--- config.mk ---
export PLATFORM = sky130hd
export DESIGN_NAME = rmq_sqrt
export DESIGN_NICKNAME = d
export VERILOG_FILES = /design/src/rtl/rmq_pkg.sv /design/src/rtl/rmq_sqrt.sv
export SDC_FILE = /design/constraint.sdc
export NUM_CORES = 1
export LEC_CHECK = 0
export BUFFER_PORTS_ARGS = -buffer_cell sky130_fd_sc_hd__buf_2
export CORE_UTILIZATION = 40
export CTS_BUF_LIST = sky130_fd_sc_hd__clkbuf_4
export DETAILED_ROUTE_END_ITERATION = 6
export PLACE_DENSITY = 0.65
export SETUP_SLACK_MARGIN = 0.3
export SYNTH_ARGS = -nofsm -noshare
export SYNTH_HDL_FRONTEND = slang
export SYNTH_SLANG_ARGS = --single-unit
--- constraint.sdc ---
create_clock -name clk -period 3.2 [get_ports clk]
set_input_delay 0.64 -clock clk [delete_from_list [all_inputs] [get_ports clk]]
set_output_delay 0.64 -clock clk [all_outputs]
set_load 0.005 [all_outputs]
--- src/rtl/rmq_pkg.sv ---
// rmq_pkg: widths, stage records and the saturation helper for the
// rotation-matrix-to-quaternion pipeline. No dependencies.
package rmq_pkg;

  // element format
  localparam int DATA_W = 16;
  localparam int FRAC_W = 14;
  // sum or difference of two elements
  localparam int NUM_W  = DATA_W + 1;
  // signed radicand (one plus three elements)
  localparam int R_W    = DATA_W + 3;
  // square root: radicand scaled by one, result bits, partial remainder
  localparam int ROOT_W = DATA_W;
  localparam int RAD_W  = 2 * ROOT_W;
  localparam int SREM_W = ROOT_W + 3;
  // divider: divisor 2h, scaled dividend, quotient bits, remainder
  localparam int DIVS_W = ROOT_W + 1;
  localparam int DVD_W  = NUM_W + FRAC_W;
  localparam int QUO_W  = DATA_W + 8;
  localparam int DREM_W = DIVS_W + 1;

  localparam logic [1:0] BR_TRACE = 2'd0;
  localparam logic [1:0] BR_X     = 2'd1;
  localparam logic [1:0] BR_Y     = 2'd2;
  localparam logic [1:0] BR_Z     = 2'd3;

  localparam logic [R_W-1:0] ONE_R = R_W'(1) << FRAC_W;

  // record that travels with the square root
  typedef struct packed {
    logic                  valid;
    logic [1:0]            branch;
    logic                  degen;
    logic [3:0][NUM_W-1:0] num;
  } sq_side_t;

  // record that travels with the dividers
  typedef struct packed {
    logic              valid;
    logic [1:0]        branch;
    logic              degen;
    logic [ROOT_W-1:0] root;
    logic [3:0]        neg;
  } dv_side_t;

  // signed saturation of a magnitude and a sign to the element format
  function automatic logic [DATA_W-1:0] sat_mag(input logic [QUO_W-1:0] mag,
                                                 input logic neg);
    logic [QUO_W-1:0]  pos_max;
    logic [QUO_W-1:0]  negv;
    logic [DATA_W-1:0] res;
    pos_max = (QUO_W'(1) << (DATA_W - 1)) - QUO_W'(1);
    negv    = -mag;
    if (!neg) begin
      res = (mag > pos_max) ? pos_max[DATA_W-1:0] : mag[DATA_W-1:0];
    end else begin
      res = (mag > pos_max + QUO_W'(1)) ? {1'b1, {(DATA_W-1){1'b0}}} : negv[DATA_W-1:0];
    end
    return res;
  endfunction

endpackage

--- src/rtl/rmq_sqrt.sv ---
// rmq_sqrt: pipelined integer square root, one result bit per stage.
// Depends on rmq_pkg.
module rmq_sqrt (
  input  logic                            clk,
  input  logic                            rst_n,
  input  rmq_pkg::sq_side_t               side_in,
  input  logic [rmq_pkg::RAD_W-1:0]       rad_in,
  output rmq_pkg::sq_side_t               side_out,
  output logic [rmq_pkg::ROOT_W-1:0]      root_out
);
  import rmq_pkg::*;

  sq_side_t          sd_r   [ROOT_W];
  logic [RAD_W-1:0]  rad_r  [ROOT_W];
  logic [SREM_W-1:0] rem_r  [ROOT_W];
  logic [ROOT_W-1:0] root_r [ROOT_W];

  for (genvar i = 0; i < ROOT_W; i++) begin : g_st
    sq_side_t          sd_in;
    logic [RAD_W-1:0]  rad_cur;
    logic [SREM_W-1:0] rem_cur;
    logic [ROOT_W-1:0] root_cur;
    logic [SREM_W-1:0] rem_sh;
    logic [SREM_W-1:0] trial;
    logic              ge;

    if (i == 0) begin : g_first
      assign sd_in    = side_in;
      assign rad_cur  = rad_in;
      assign rem_cur  = '0;
      assign root_cur = '0;
    end else begin : g_next
      assign sd_in    = sd_r[i-1];
      assign rad_cur  = rad_r[i-1];
      assign rem_cur  = rem_r[i-1];
      assign root_cur = root_r[i-1];
    end

    // bring down two radicand bits and try root*4+1
    assign rem_sh = {rem_cur[SREM_W-3:0], rad_cur[RAD_W-1 -: 2]};
    assign trial  = {1'b0, root_cur, 2'b01};
    assign ge     = (rem_sh >= trial);

    always_ff @(posedge clk) begin
      if (!rst_n) begin
        sd_r[i].valid <= 1'b0;
      end else begin
        sd_r[i].valid <= sd_in.valid;
      end
      sd_r[i].branch <= sd_in.branch;
      sd_r[i].degen  <= sd_in.degen;
      sd_r[i].num    <= sd_in.num;
      rad_r[i]       <= rad_cur << 2;
      rem_r[i]       <= ge ? rem_sh - trial : rem_sh;
      root_r[i]      <= {root_cur[ROOT_W-2:0], ge};
    end
  end

  assign side_out = sd_r[ROOT_W-1];
  assign root_out = root_r[ROOT_W-1];

endmodule

### Word level (Yosys, flattened, before mapping)

Memories as Yosys holds them, arrays and structs flattened.
Cells that the tools add are included.

* bitwise logic cells: 16
* add/sub/neg operators: 16
* mux-type cells: 34
* $lt $le $gt $ge: 16

Operators by type and width (count)
* two-way mux 19 bit: 16
* greater-or-equal comparator 19 x 18 -> 1 bit: 15
* subtractor 19 x 18 -> 19 bit: 15
* two-way mux 1 bit: 18
* OR 1 bit: 16
* subtractor 2 x 1 -> 3 bit, second input constant: 1
* greater-or-equal comparator 2 x 1 -> 1 bit, second input constant: 1

* register bits after elaboration: 0
* output and inout port bits: 88
* memories: 4
* RAM bits: 2192
* input port bits: 106
* word-level logic and storage cells: 86

Memory list
* sd_r: words 16, bits a word 72, read ports 16, clocked after memory_dff 0, write ports 16, RTL line rmq_sqrt.sv:13 `sq_side_t sd_r [ROOT_W];`
* rad_r: words 16, bits a word 30, read ports 15, clocked after memory_dff 0, write ports 16, RTL line rmq_sqrt.sv:14 `logic [RAD_W-1:0] rad_r [ROOT_W];`
* rem_r: words 16, bits a word 19, read ports 15, clocked after memory_dff 0, write ports 16, RTL line rmq_sqrt.sv:15 `logic [SREM_W-1:0] rem_r [ROOT_W];`
* root_r: words 16, bits a word 16, read ports 16, clocked after memory_dff 0, write ports 16, RTL line rmq_sqrt.sv:16 `logic [ROOT_W-1:0] root_r [ROOT_W];`

### Depth between registers and ports, before layout

Gate-level depths: netlist of run 1.
An unclocked memory read counts as a cell.

* word-level depth: 3
* depth in mapped cells: 11

### Least setup slack after synthesis of run 1

OpenSTA, ideal clock, no wires.

* kind: register -> register
* start point: mem root_r[1][81] (netlist bit)
* end point: mem rem_r[14][8] (netlist bit)
* arrival time: 2.409 ns
* cell stages (with the launch flop): 10
* buffers on the path: 1
* library setup time: 0.121 ns
* setup slack: 0.670 ns
* cell sequence: dfxtp_1 > inv_1 > ha_1 > o21a_1 > a2bb2oi_1 > nor2b_1 > o41ai_1 > o41a_1 > buf_2 > mux2_2

RTL lines (RTL line)
* start: declaration: rmq_sqrt.sv:16
* end: declaration: rmq_sqrt.sv:15

==> results of run 1 <==
cell families (layout without fill, tap and decap cells):
group	count (synthesis)	in the layout	share of synthesized area
simple gates	548	548	0.0621
other cells	1	3	0.0000828
xor+xnor	160	160	0.0310
fa+ha+maj	152	152	0.0420
mux	34	34	0.00837
buf+inv	230	1333	0.0193
flops	1765	1765	0.780
compound gates	414	414	0.0567
worst max-delay path by stage:
stage / from / to / slack (ns) / cells after the start
floorplan: root_r[1][81]$_DFF_P_ / rem_r[14][8]$_DFF_P_ / 0.67 / 9
global placement: root_r[1][59]$_DFF_P_ / rem_r[12][13]$_DFF_P_ / 0.22 / 9
detailed placement: root_r[1][57]$_DFF_P_ / rem_r[12][13]$_DFF_P_ / 0.27 / 9
CTS: root_r[1][57]$_DFF_P_ / rem_r[12][6]$_DFF_P_ / 0.35 / 9
global route: root_r[1][58]$_DFF_P_ / rem_r[12][6]$_DFF_P_ / 0.31 / 9
finish: root_r[1][58]$_DFF_P_ / rem_r[12][13]$_DFF_P_ / 0.42 / 9
state kept, by name (all words and copies together) (netlist names):
register	cells
root_r	136
sd_r	1152
rad_r	240
rem_r	237
what timing repair did:
item / in CTS / in global routing
hold endpoints to repair: 120 / 0
setup endpoints to repair: 4 / 8
gates resized for setup: 1 / 4
hold buffers: 210 / 0
final cells by class:
class | count | area, um^2
clock buffer | 622 | 4670
tap | 1500 | 1880
sequential | 1765 | 35300
timing repair buffer | 420 | 3210
fill | 9806 | 56900
antenna | 2 | 5.00
clock inverter | 94 | 538
multi-input combinational | 1309 | 9080
inverter | 197 | 739
placed cells by master, fill, tap and decap left out, types with 23 or more instances in the layout:
cell type | synthesis | layout
sky130_fd_sc_hd__dfxtp_1 | 1765 | 1765
sky130_fd_sc_hd__clkbuf_4 | 0 | 622
sky130_fd_sc_hd__dlygate4sd3_1 | 0 | 210
sky130_fd_sc_hd__inv_1 | 197 | 197
sky130_fd_sc_hd__buf_2 | 10 | 193
sky130_fd_sc_hd__ha_1 | 152 | 151
sky130_fd_sc_hd__nor2_1 | 149 | 149
sky130_fd_sc_hd__a21oi_1 | 133 | 132
sky130_fd_sc_hd__o21ai_0 | 110 | 110
sky130_fd_sc_hd__nand2_1 | 106 | 106
sky130_fd_sc_hd__xnor2_1 | 87 | 87
sky130_fd_sc_hd__xor2_1 | 73 | 73
sky130_fd_sc_hd__clkinv_1 | 0 | 66
sky130_fd_sc_hd__nor3_1 | 53 | 52
sky130_fd_sc_hd__nand2b_1 | 35 | 35
sky130_fd_sc_hd__a21o_1 | 29 | 29
sky130_fd_sc_hd__mux2_2 | 29 | 29
sky130_fd_sc_hd__or3_1 | 28 | 27
sky130_fd_sc_hd__nand3_1 | 26 | 26
sky130_fd_sc_hd__nor2b_1 | 24 | 24
sky130_fd_sc_hd__o21a_1 | 23 | 23
worst max-delay path, cell delays in order (launching register included):
cell and delay (ns):
sky130_fd_sc_hd__dfxtp_1 0.38, sky130_fd_sc_hd__inv_1 0.06, sky130_fd_sc_hd__ha_1 0.39, sky130_fd_sc_hd__nand3_1 0.22, sky130_fd_sc_hd__or3_1 0.45, sky130_fd_sc_hd__nor3_2 0.30
sky130_fd_sc_hd__nor4_1 0.14, sky130_fd_sc_hd__nand3b_1 0.12, sky130_fd_sc_hd__buf_6 0.24, sky130_fd_sc_hd__mux2_2 0.36
layer usage:
| metal | track usage | vias to the layer above | part of all wire |
|---|---|---|---|
| met5 | 0 | - | 0 |
| met4 | 0.0730 | 0 | 0.032 |
| met3 | 0.0436 | 160 | 0.055 |
| met2 | 0.188 | 525 | 0.48 |
| met1 | 0.121 | 10939 | 0.43 |
| li1 | - | 12784 | - |
power by group through the flow:
stage / sequential, W / clock (W) / combinational, W
after floorplan: 0.0253 / 0 / 0.00339
after global placement: 0.0256 / 0 / 0.00419
after detailed placement: 0.0257 / 0 / 0.00424
after CTS: 0.0252 / 0.0180 / 0.00447
after global routing: 0.0254 / 0.0193 / 0.00506
final: 0.0252 / 0.0171 / 0.00447
metrics by stage:
step / instance area, um^2 / total power [W] / instances / utilization
after floorplan: 45300 / 0.0287 / 3304 / -
after global placement: 48100 / 0.0298 / 4981 / 0.428
after detailed placement: 48100 / 0.0299 / 4981 / 0.428
after CTS: 55400 / 0.0477 / 5907 / 0.493
after global routing: 55500 / 0.0498 / 5909 / 0.494
final: 55500 / 0.0468 / 5909 / 0.494
==> impl.org, run 1 <==
** Critical path
- For the worst flop-to-flop path, the logic depth is 9.
- STA classifies the critical path startpoint as a flop.
- Data required time of the worst path :: around 4.2 ns
- The endpoint identified for the worst register-to-register timing path is rem_r[12][13]$_DFF_P_.
- Critical setup path kind :: flop to flop
- Flop2flop setup slack :: 0.42 ns
- In this run the worst path has a maximum fanout of 27.
- Kind of capture point of the worst setup path :: flop
- Data arrives at the worst endpoint at approximately 3.8 ns.
- The worst register-to-register path begins at root_r[1][58]$_DFF_P_.

** Floorplanning
- Measured along the y axis, the die boundary spans 338 um.
- I/O pin count :: approximately 190
- Total Die Area :: 115,000 um^2
- The die is 338 um wide.
- The initial utilization of the core area, before any placement, comes to 0.403.
- Core area :: 112,000 um^2
- The initialized floorplan defines 123 standard-cell rows.

** Yosys
- Post-synthesis instance area :: 45,300 um^2
- After synthesis, the mean cell area works out to 13.7 um^2.
- Ys async rst share :: 0
- For this run, the leading register cell type out of synthesis is sky130_fd_sc_hd__dfxtp_1.
- Of the post-synthesis cell area, the dominant cell type holds 0.780.
- The most common cell in the synthesized netlist is sky130_fd_sc_hd__dfxtp_1.
- Largest area contributor in the synthesized netlist :: sky130_fd_sc_hd__dfxtp_1
- Synthesis produced ~3,300 cells.
- The number of nets in the synthesized netlist is 3,562.
- The synthesized design contains 0 enable-type register cells.
- Yosys mapped the design onto 78 distinct sky130hd cell types.
- Fraction of the yosys area taken by sequential cells :: 0.780
- Number of synthesized register bits :: 1,765
- Cell types with the highest counts after synthesis :: sky130_fd_sc_hd__dfxtp_1, sky130_fd_sc_hd__inv_1, sky130_fd_sc_hd__ha_1
- For this run, the number of Yosys warnings is 0.
- In the post-synthesis netlist, the biggest area contributors are sky130_fd_sc_hd__dfxtp_1, sky130_fd_sc_hd__ha_1, sky130_fd_sc_hd__xnor2_1, sky130_fd_sc_hd__inv_1, sky130_fd_sc_hd__a21oi_1.

** STA
- Final count of pins violating max slew :: 0
- After layout, the worst setup slack is 0.417 ns.
- Static timing analysis puts the maximum clock frequency at 359 MHz.
- Worst Tran Pin Value :: 0.708 ns
- Final sum of negative setup slack :: 0 ns
- Setup repair after global routing left no endpoint under its margin.
- Total setup violations reported at the end of the flow :: 0
- Dividing the final minimum period by the clock period gives 0.870.
- The number of endpoints with negative hold slack in the final report is 0.
- Min Hold Slack :: 0.227 ns
- Worst slew slack as a fraction of its limit :: 0.522
- The routed design could run at a clock period as short as 2.78 ns.
- Final worst clock skew :: 0.134 ns

** Pwr
- Static leakage power :: 25.1 nW
- The share of total power dissipated in combinational logic is 0.096.
- Power density relative to cell area :: ~840 nW/um^2
- For this design the total switching power over the nets is 0.0111 W.
- Of the total power, the clock network draws 0.366.
- Sequential cell fraction of total power :: 0.539
- The internal power of the cells totals 0.0357 W.
- Of the total power, the share spent switching nets is 0.237.
- Worst vdd rail ir drop :: 0.507 mV

** Detailed routing
- Vias after detailed routing :: 24,408
- For this run, the detailed router's first-pass iteration total came to 5.
- Drt via density :: 4.13
- In this run the remaining antenna-violating nets after routing total 0.
- DR WL/cell :: between 10 and 15 um
- The routed design has 63,700 um of wire.
- The detailed router finished its first iteration with 808 violations.
- DRC errors left :: 0

** Clock network
- The clock reaches the later pin of the worst-skew pair after 1.25 ns.
- For this design, the sink count on the clock tree is 1,765.
- TritonCTS built the clock tree.
- CTS HTree Levels :: 5
- Counting the buffers created by CTS gives between 400 and 500.
- Clock tree synthesis selected as its root buffer the cell sky130_fd_sc_hd__clkbuf_4.
- The number of setup buffers added after CTS is 0.
- Clock transition at the register clock pins on the worst setup and hold paths after CTS :: 0.06 ns
- In this run the deepest clock path goes through 4 buffers.

** Global routing
- Entering global routing, the biggest net connects 28 pins.
- All-Layer GR Usage :: 0.114
- Initial antenna violation count :: 2
- Total overflow reported by the global router :: 0
- Global-route wire length before repair :: ~110,000 um
- Number of global-route vias before repair :: 25,340

** Final layout
- Of the cells placed in the final design, the portion with a size suffix greater than 1 is 0.210.
- Number of nets at the end of the flow :: 4,379
- Synth-to-Final Area Change :: 22.5%

** Hold path
- In this run the worst hold path is classified as flop to flop.
- Hold wc startpoint :: sd_r[1][146]$_DFF_P_
- Worst hold path stage count :: 0
- For hold timing, the worst endpoint is sd_r[1][218]$_DFF_P_.

** Placement
- OpenSTA, run right after detailed placement, puts the worst setup slack at ~0.27 ns.
- Once detailed placement completed, the half-perimeter wirelength came to ~39,000 um.
- Routability-driven placement finished with a final weighted congestion of 0.884.
- Port buffering added about 190 buffers.

** Job
- Number of max-cap violations :: 0

** Outcome
- Outcome :: finished, final reports clean
No activity file was read; power rests on OpenSTA's default activity.
==> inputs of run 2 (changes only) <==
--- a/config.mk
+++ b/config.mk
@@ -5,11 +5,11 @@
 export SDC_FILE = /design/constraint.sdc
 export NUM_CORES = 1
 export LEC_CHECK = 0
-export BUFFER_PORTS_ARGS = -buffer_cell sky130_fd_sc_hd__buf_2
 export CORE_UTILIZATION = 40
 export CTS_BUF_LIST = sky130_fd_sc_hd__clkbuf_4
 export DETAILED_ROUTE_END_ITERATION = 6
-export PLACE_DENSITY = 0.65
+export DONT_BUFFER_PORTS = 1
+export PLACE_DENSITY = 0.63
 export SETUP_SLACK_MARGIN = 0.3
 export SYNTH_ARGS = -nofsm -noshare
 export SYNTH_HDL_FRONTEND = slang
==> run 2 against run 1 <==
  * Via count fell by 2.7%
  * Fmax rose by 2.4%
  * Worst hold slack improved by 0.025 ns
  * Sequential power barely moved
  * Non-clock buffer count fell by 191
  * Cell count fell by 3.0%
  * Clock-buffer cell count rose by 32
  * Critical path depth did not move
  * Wire length fell by 0.68%
  * Core utilization fell by 0.78 points
  * First-iteration DRC count fell by 25%
  * Highest routed layer unchanged
  * Clock power barely moved
==> impl.org, run 2 (synthesis results as in run 1) <==
** Outcome
- Outcome :: finished, final reports clean (unchanged)

** STA
- The period utilization was 0.849 (was 0.870).
- Unrepaired setup endpoints after global routing :: no (unchanged)
- Worst Tran Pin Value :: 0.679 ns (was 0.708 ns)
- Shortest clock period the worst path allows after layout :: 2.72 ns (was 2.78 ns)
- Final count of hold timing violations :: 0 (unchanged)
- The clock skew is 0.117 ns (was 0.134 ns).
- The fmax came to 368 MHz (was 359 MHz).
- The number of endpoints failing setup at the final stage was 0 (unchanged).
- Final count of pins violating max slew :: 0 (unchanged)
- Worst slew slack as a fraction of its limit :: 0.541 (was 0.522)
- The aggregate negative setup slack is 0 ns (unchanged).

** Detailed routing
- The top metal layer carrying routed signals is met4 (unchanged).
- The routed wire length on met2 was 30,600 um (was 30,500 um).
- Total met3 wirelength after detailed routing :: 3540 um (was 3500 um)
- The met1 routed wirelength after detailed routing is 27,300 um (was 27,700 um).
- The iteration count of the initial detailed-routing pass came to 5 (unchanged).
- The number of remaining DRC errors is 0 (unchanged).
- The final wirelength is 63,300 um (was 63,700 um).
- The starting DRC count in detailed routing came to 610 (was 808).
- Drt via density :: 4.14 (was 4.13)
- DR WL/cell :: 11.0 um (was 10.8 um)
- Vias after detailed routing :: 23,746 (was 24,408)
- The post-detailed-route count of antenna-violating nets is 0 (unchanged).

** Clock network
- Clock latency reported for the late side of the worst-skew pair :: 1.23 ns (was 1.25 ns)
- Clock transition at the register clock pins on the worst setup and hold paths after CTS :: 0.07 ns (was 0.06 ns)
- Master cell of the clock root buffer :: sky130_fd_sc_hd__clkbuf_4 (unchanged)
- The TritonCTS clock tree is done (unchanged).
- The maximum buffer depth of the clock tree came to 4 (unchanged).
- Clock buffer count from CTS :: 431 (was 428)
- The number of levels the H-tree was split into is 5 (unchanged).
- Clock Sinks :: 1,765 (unchanged)

** Critical path
- The type of element launching the critical path is a flop (unchanged).
- Kind of capture point of the worst setup path :: flop (unchanged)
- Arrival time worst endpoint :: 3.81 ns (was 3.82 ns)
- The required time reported for the critical path endpoint was 4.29 ns (was 4.24 ns).
- Top fanout value on the critical path :: 20 (was 27)
- Cell breakdown of the critical path: inv_1 -> ha_1 -> nand3_1 -> or3_1 -> nor3_2 -> nor4_1 -> nand3b_1 -> buf_4 -> mux2_2 (was inv_1 -> ha_1 -> nand3_1 -> or3_1 -> nor3_2 -> nor4_1 -> nand3b_1 -> buf_6 -> mux2_2).
- The class of the most critical setup path is flop to flop (unchanged).
- Critical path's slowest cell :: sky130_fd_sc_hd__or3_1 (unchanged)
- CP max stage delay :: 0.46 ns (was 0.45 ns)

** Global routing
- The first-pass GRT wire length is 108,000 um (was 109,000 um).
- Maximum number of pins on one net before global-route repair :: 21 (was 28)
- Total overflow reported by the global router :: 0 (unchanged)
- All-Layer GR Usage :: 0.113 (was 0.114)
- Initial antenna violation count :: 3 (was 2)
- The via count of the first global-routing pass was 24,909 (was 25,340).

** Floorplanning
- The area of the die was 115,000 um^2 (unchanged).
- The total I/O pin count was 194 (unchanged).
- The placeable core region was 112,000 um^2 (unchanged).
- The die height came to 338 um (unchanged).
- The starting density of the core was 0.403 (unchanged).
- Site row count :: 123 (unchanged)
- The width of the chip was 338 um (unchanged).

** Final layout
- The count of placed standard cells in the final layout, fillers left out is 5,731 (was 5,909).
- Max reg flops :: 1,152 (unchanged)
- Cell area after layout :: 54,600 um^2 (was 55,500 um^2)
- Commonest cells after routing, fill and taps aside :: sky130_fd_sc_hd__dfxtp_1, sky130_fd_sc_hd__clkbuf_4, sky130_fd_sc_hd__dlygate4sd3_1, sky130_fd_sc_hd__inv_1, sky130_fd_sc_hd__ha_1 (was sky130_fd_sc_hd__dfxtp_1, sky130_fd_sc_hd__clkbuf_4, sky130_fd_sc_hd__dlygate4sd3_1, sky130_fd_sc_hd__inv_1, sky130_fd_sc_hd__buf_2)
- Commonest non-fill, non-tap cell in the layout :: sky130_fd_sc_hd__dfxtp_1 (unchanged)
- The register bank with the most flops is sd_r (unchanged).
- Largest registers in the final layout :: sd_r x1152, rad_r x240, rem_r x237 (unchanged)
- The number of nets in the layout is 4,191 (was 4,379).
- Share of layout cells above drive strength 1 :: 0.180 (was 0.210)
- The relative area change from synthesis to final layout is 20.5% (was 22.5%).

** Placement
- The count of input and output buffers came to 0 (was 193).
- Global placer's final weighted congestion :: 0.816 (was 0.884)
- The detailed placer's ending HPWL was 37,900 um (was 38,500 um).
- Placed cell count :: 4,789 (was 4,981)
- Cell Area, Placed :: 47,100 um^2 (was 48,100 um^2)

** Pwr
- The power density normalized to cell area came to 857 nW/um^2 (was 843 nW/um^2).
- Worst vdd rail ir drop :: 0.536 mV (was 0.507 mV)
- The leakage power was 24.5 nW (was 25.1 nW).
- Power Total :: 0.0468 W (about the same)

** Job
- The number of max-cap violations was 0 (unchanged).

** Hold path
- The class of the tightest hold or removal check is flop to flop (unchanged).
run 2: repair_timing:
item	4_1_cts	5_1_grt
setup buffers	0	0
setup endpoints to repair	0	12
endpoints found under the hold margin	120	0
hold buffers	211	0
gates resized for setup	0	5
run 2: final timing paths:
kind,slack (ns),cells after the start,to,start
max reg2reg,0.48,9,rem_r[12][7]$_DFF_P_,root_r[1][57]$_DFF_P_
min reg2reg,0.25,0,sd_r[1][378]$_DFF_P_,sd_r[1][306]$_DFF_P_
max,0.48,9,rem_r[12][7]$_DFF_P_,root_r[1][57]$_DFF_P_
min,0.25,0,sd_r[1][378]$_DFF_P_,sd_r[1][306]$_DFF_P_
run 2: worst max-delay path: cells and delay by family (launching register included):
family / cells / cell delay (ns)
adders and majority gates: 1 / 0.40
and+or+nand+nor: 5 / 1.21
buffers and inverters: 2 / 0.30
DFF: 1 / 0.32
muxes: 1 / 0.37
run 2: layer usage:
metal  up-vias  GRT usage
met3       152     0.0484
met2       463      0.187
met5         -          0
met4         0     0.0698
li1      12419          -
met1     10712      0.119
run 2: report_power, final:
part	internal, W	total [W]	switching (W)
logic	0.00214	0.00435	0.00221
registers	0.0241	0.0252	0.00106
clock network	0.00945	0.0172	0.00779
total	0.0357	0.0468	0.0111
run 2: final cells by class:
class | instances | area (um^2)
Fill cell | 9955 | 57800
Sequential cell | 1765 | 35300
Multi-Input combinational cell | 1309 | 9080
Clock buffer | 654 | 4910
Timing Repair Buffer | 229 | 2250
Tap cell | 1500 | 1880
Inverter | 197 | 739
Clock inverter | 70 | 364
Antenna cell | 7 | 17.5
run 2: stage by stage:
step	util	setup WS (ns)	hold slack (ns)
floorplan	-	0.670	0.310
global placement	0.420	0.389	0.310
detailed placement	0.420	0.399	0.312
CTS	0.485	0.402	0.114
global route	0.486	0.316	0.213
finish	0.486	0.483	0.252
==> inputs of run 3 (changes only) <==
==> constraint.sdc (replaced) <==
create_clock -name clk -period 2.8 [get_ports clk]
set_input_delay 0.56 -clock clk [delete_from_list [all_inputs] [get_ports clk]]
set_output_delay 0.56 -clock clk [all_outputs]
set_load 0.005 [all_outputs]
==> run 3 against run 2 <==
  * Sequential share of layout area is 0.81 points lower
  * Via count is 0.73% higher
  * Clock-buffer cell count is 49 lower
  * Total power is 14% higher
  * Critical path depth stayed put
  * Combinational power is 26% higher
  * Clock skew is 0.015 ns higher
  * Setup slack worse by 0.31 ns
  * Cell count is 0.17% higher
  * Worst hold slack worse by 0.021 ns
  * Largest power group unchanged
  * Highest routed layer unchanged
==> impl.org, run 3 (synthesis results as in run 1) <==
** Global routing
- Initial antenna violation count :: 2 (was 3)
- The first-pass GRT wire length is 107,000 um (was 108,000 um).
- The via count of the first global-routing pass was 24,750 (was 24,909).
- Total overflow reported by the global router :: 0 (unchanged)
- Maximum number of pins on one net before global-route repair :: 23 (was 21)
- All-Layer GR Usage :: 0.113 (about the same)

** Critical path
- CP max stage delay :: 0.48 ns (was 0.46 ns)
- Critical setup path kind :: flop to flop (unchanged)
- The required time reported for the critical path endpoint came to 3.86 ns (was 4.29 ns).
- Cell breakdown of the critical path :: inv_1 -> ha_2 -> nand3_1 -> a21boi_1 -> o21a_1 -> o41ai_4 -> o41a_1 -> buf_12 -> o41ai_1 (was inv_1 -> ha_1 -> nand3_1 -> or3_1 -> nor3_2 -> nor4_1 -> nand3b_1 -> buf_4 -> mux2_2)
- Critical path's slowest cell :: sky130_fd_sc_hd__o41a_1 (was sky130_fd_sc_hd__or3_1)
- The type of element launching the critical path is a flop (unchanged).
- R2r worst-path depth :: 9 (unchanged)
- Flop2flop setup slack :: 0.17 ns (was 0.48 ns)
- Arrival time worst endpoint :: 3.69 ns (was 3.81 ns)
- The critical path endpoint category is a flop (unchanged).
- The top fanout value on the critical path is 6 (was 20).

** STA
- Final worst clock skew :: 0.132 ns (was 0.117 ns)
- FMAX :: 381 MHz (was 368 MHz)
- The number of endpoints failing setup at the final stage was 0 (unchanged).
- The period utilization was 0.938 (was 0.849).
- Worst slew slack as a fraction of its limit :: 0.590 (was 0.541)
- The transition time at the pin with the least slew margin is 0.609 ns (was 0.679 ns).
- The clock period minus final worst setup slack came to 2.63 ns (was 2.72 ns).
- Unrepaired setup endpoints after global routing :: yes (was no)
- The total count of max-transition violations in the final report came to 0 (unchanged).
- The number of endpoints with negative hold slack in the final report was 0 (unchanged).
- The aggregate negative setup slack came to 0 ns (unchanged).

** Pwr
- The worst-case vdd ir drop is 0.618 mV (was 0.536 mV).
- The power density normalized to cell area was 966 nW/um^2 (was 857 nW/um^2).
- The leakage power is 24.5 nW (about the same).

** Outcome
- Outcome :: finished, final reports clean (unchanged)

** Floorplanning
- I/O pin count :: 194 (unchanged)
- Site row count :: 123 (unchanged)
- Die outline height :: 338 um (unchanged)
- The area of the die is 115,000 um^2 (unchanged).
- Core area :: 112,000 um^2 (unchanged)
- The width of the chip came to 338 um (unchanged).
- Starting Density :: 0.403 (unchanged)

** Clock network
- Clock Path Buffers :: 4 (unchanged)
- Clock transition at the register clock pins on the worst setup and hold paths after CTS :: 0.07 ns (about the same)
- The buffer cell driving the clock tree root is sky130_fd_sc_hd__clkbuf_4 (unchanged).
- Clock Sinks :: 1,765 (unchanged)
- Clock buffer count from CTS :: 424 (was 431)
- Clock latency reported for the late side of the worst-skew pair :: 1.24 ns (was 1.23 ns)
- TritonCTS clock tree :: done (unchanged)
- The number of levels the H-tree was split into came to 5 (unchanged).

** Detailed routing
- The top metal layer carrying routed signals was met4 (unchanged).
- Drt via density :: 4.17 (was 4.14)
- The final wirelength was 63,600 um (was 63,300 um).
- Total met3 wirelength after detailed routing :: 3800 um (was 3540 um)
- Antenna violation net count after detailed routing :: 0 (unchanged)
- Routed wire length on met2 :: 31,200 um (was 30,600 um)
- Iteration count of the initial detailed-routing pass :: 5 (unchanged)
- Vias after detailed routing :: 23,919 (was 23,746)
- DR WL/cell :: 11.1 um (was 11.0 um)
- Wl on met1 :: 26,600 um (was 27,300 um)
- Detailed router's first-iteration violation count :: 778 (was 610)
- The number of remaining DRC errors was 0 (unchanged).

** Placement
- Number of port buffers :: 0 (unchanged)
- The final weighted congestion in routability-driven placement is 0.823 (was 0.816).
- DPL Wire Length :: 37,400 um (was 37,900 um)
- The standard cell area after detailed placement is 47,200 um^2 (was 47,100 um^2).

** Hold path
- Kind of path behind the tightest hold check :: flop to flop (unchanged)
- The worst hold path stage count came to 0 (unchanged).

** Final layout
- The number of inserted filler cells in the final layout came to 9,799 (was 9,955).
- Commonest cells after routing, fill and taps aside :: sky130_fd_sc_hd__dfxtp_1, sky130_fd_sc_hd__clkbuf_4, sky130_fd_sc_hd__dlygate4sd3_1, sky130_fd_sc_hd__inv_1, sky130_fd_sc_hd__nor2_1 (was sky130_fd_sc_hd__dfxtp_1, sky130_fd_sc_hd__clkbuf_4, sky130_fd_sc_hd__dlygate4sd3_1, sky130_fd_sc_hd__inv_1, sky130_fd_sc_hd__ha_1)
- Cell area after layout :: 55,300 um^2 (was 54,600 um^2)
- The number of nets in the layout was 4,221 (was 4,191).
- The number of flip-flops in the largest register was 1,152 (unchanged).
- Largest registers in the final layout: sd_r x1152, rad_r x240, rem_r x237 (unchanged).
- The most common cell after layout, fill and taps aside is sky130_fd_sc_hd__dfxtp_1 (unchanged).
- Synth-to-Final Area Change :: 22.1% (was 20.5%)
- Most flops, register :: sd_r (unchanged)
- Share of layout cells above drive strength 1 :: 0.200 (was 0.180)

** Job
- Number of max-cap violations :: 0 (unchanged)
## run 3: timing repair
item	4_1_cts	5_1_grt
hold buffers	211	0
cloned	1	3
resized for setup	46	89
setup endpoints to repair	91	120
hold endpoints to repair	120	0
buffers inserted	10	14
pin swaps	13	20
## run 3: worst paths after layout
kind / start / endpoint
worst max-delay path: root_r[1][84]$_DFF_P_ / rem_r[14][9]$_DFF_P_
worst min-delay path: rad_r[9][25]$_DFF_P_ / rad_r[10][27]$_DFF_P_
worst max register to register: root_r[1][84]$_DFF_P_ / rem_r[14][9]$_DFF_P_
worst min register to register: rad_r[9][25]$_DFF_P_ / rad_r[10][27]$_DFF_P_
## run 3: per-stage QoR
step	power, W	hold WS [ns]	worst slack [ns]	std cells	utilization
2_1_floorplan	0.0328	0.310	0.295	3304	-
3_3_place_gp	0.0340	0.310	0.0735	4798	0.420
3_5_place_dp	0.0341	0.312	0.0323	4798	0.420
4_1_cts	0.0540	0.0267	0.143	5717	0.487
5_1_grt	0.0569	0.116	0.138	5741	0.492
6_report	0.0534	0.231	0.173	5741	0.492
## run 3: worst max-delay path: cells and delay by family, from the launching register on
family                     cells  cell delay, ns
AOI/OAI and AO/OA              5            1.44
adders and majority gates      1            0.37
DFF                            1            0.35
buffers and inverters          2            0.23
and+or+nand+nor                1            0.10
## run 3: cell type report
cell class | instances | area (um^2) | share of cell area
Antenna cell | 7 | 17.5 | 0.000317
Clock buffer | 605 | 4540 | 0.0822
Clock inverter | 92 | 499 | 0.00903
Inverter | 197 | 739 | 0.0134
Multi-Input combinational cell | 1310 | 9680 | 0.175
Sequential cell | 1765 | 35300 | 0.639
Tap cell | 1500 | 1880 | 0.0339
Timing Repair Buffer | 265 | 2580 | 0.0466
## run 3: where the power goes
| group | leakage [nW] | internal, W | switching (W) |
|---|---|---|---|
| Clock | 3.04 | 0.0102 | 0.00884 |
| Sequential | 14.8 | 0.0276 | 0.00128 |
| Combinational | 6.65 | 0.00281 | 0.00266 |
## run 3: routing by layer
layer  up-vias  GRT usage
met5         -          0
met4         0     0.0715
met3       152     0.0476
met2       532      0.187
met1     10762      0.117
li1      12473          -
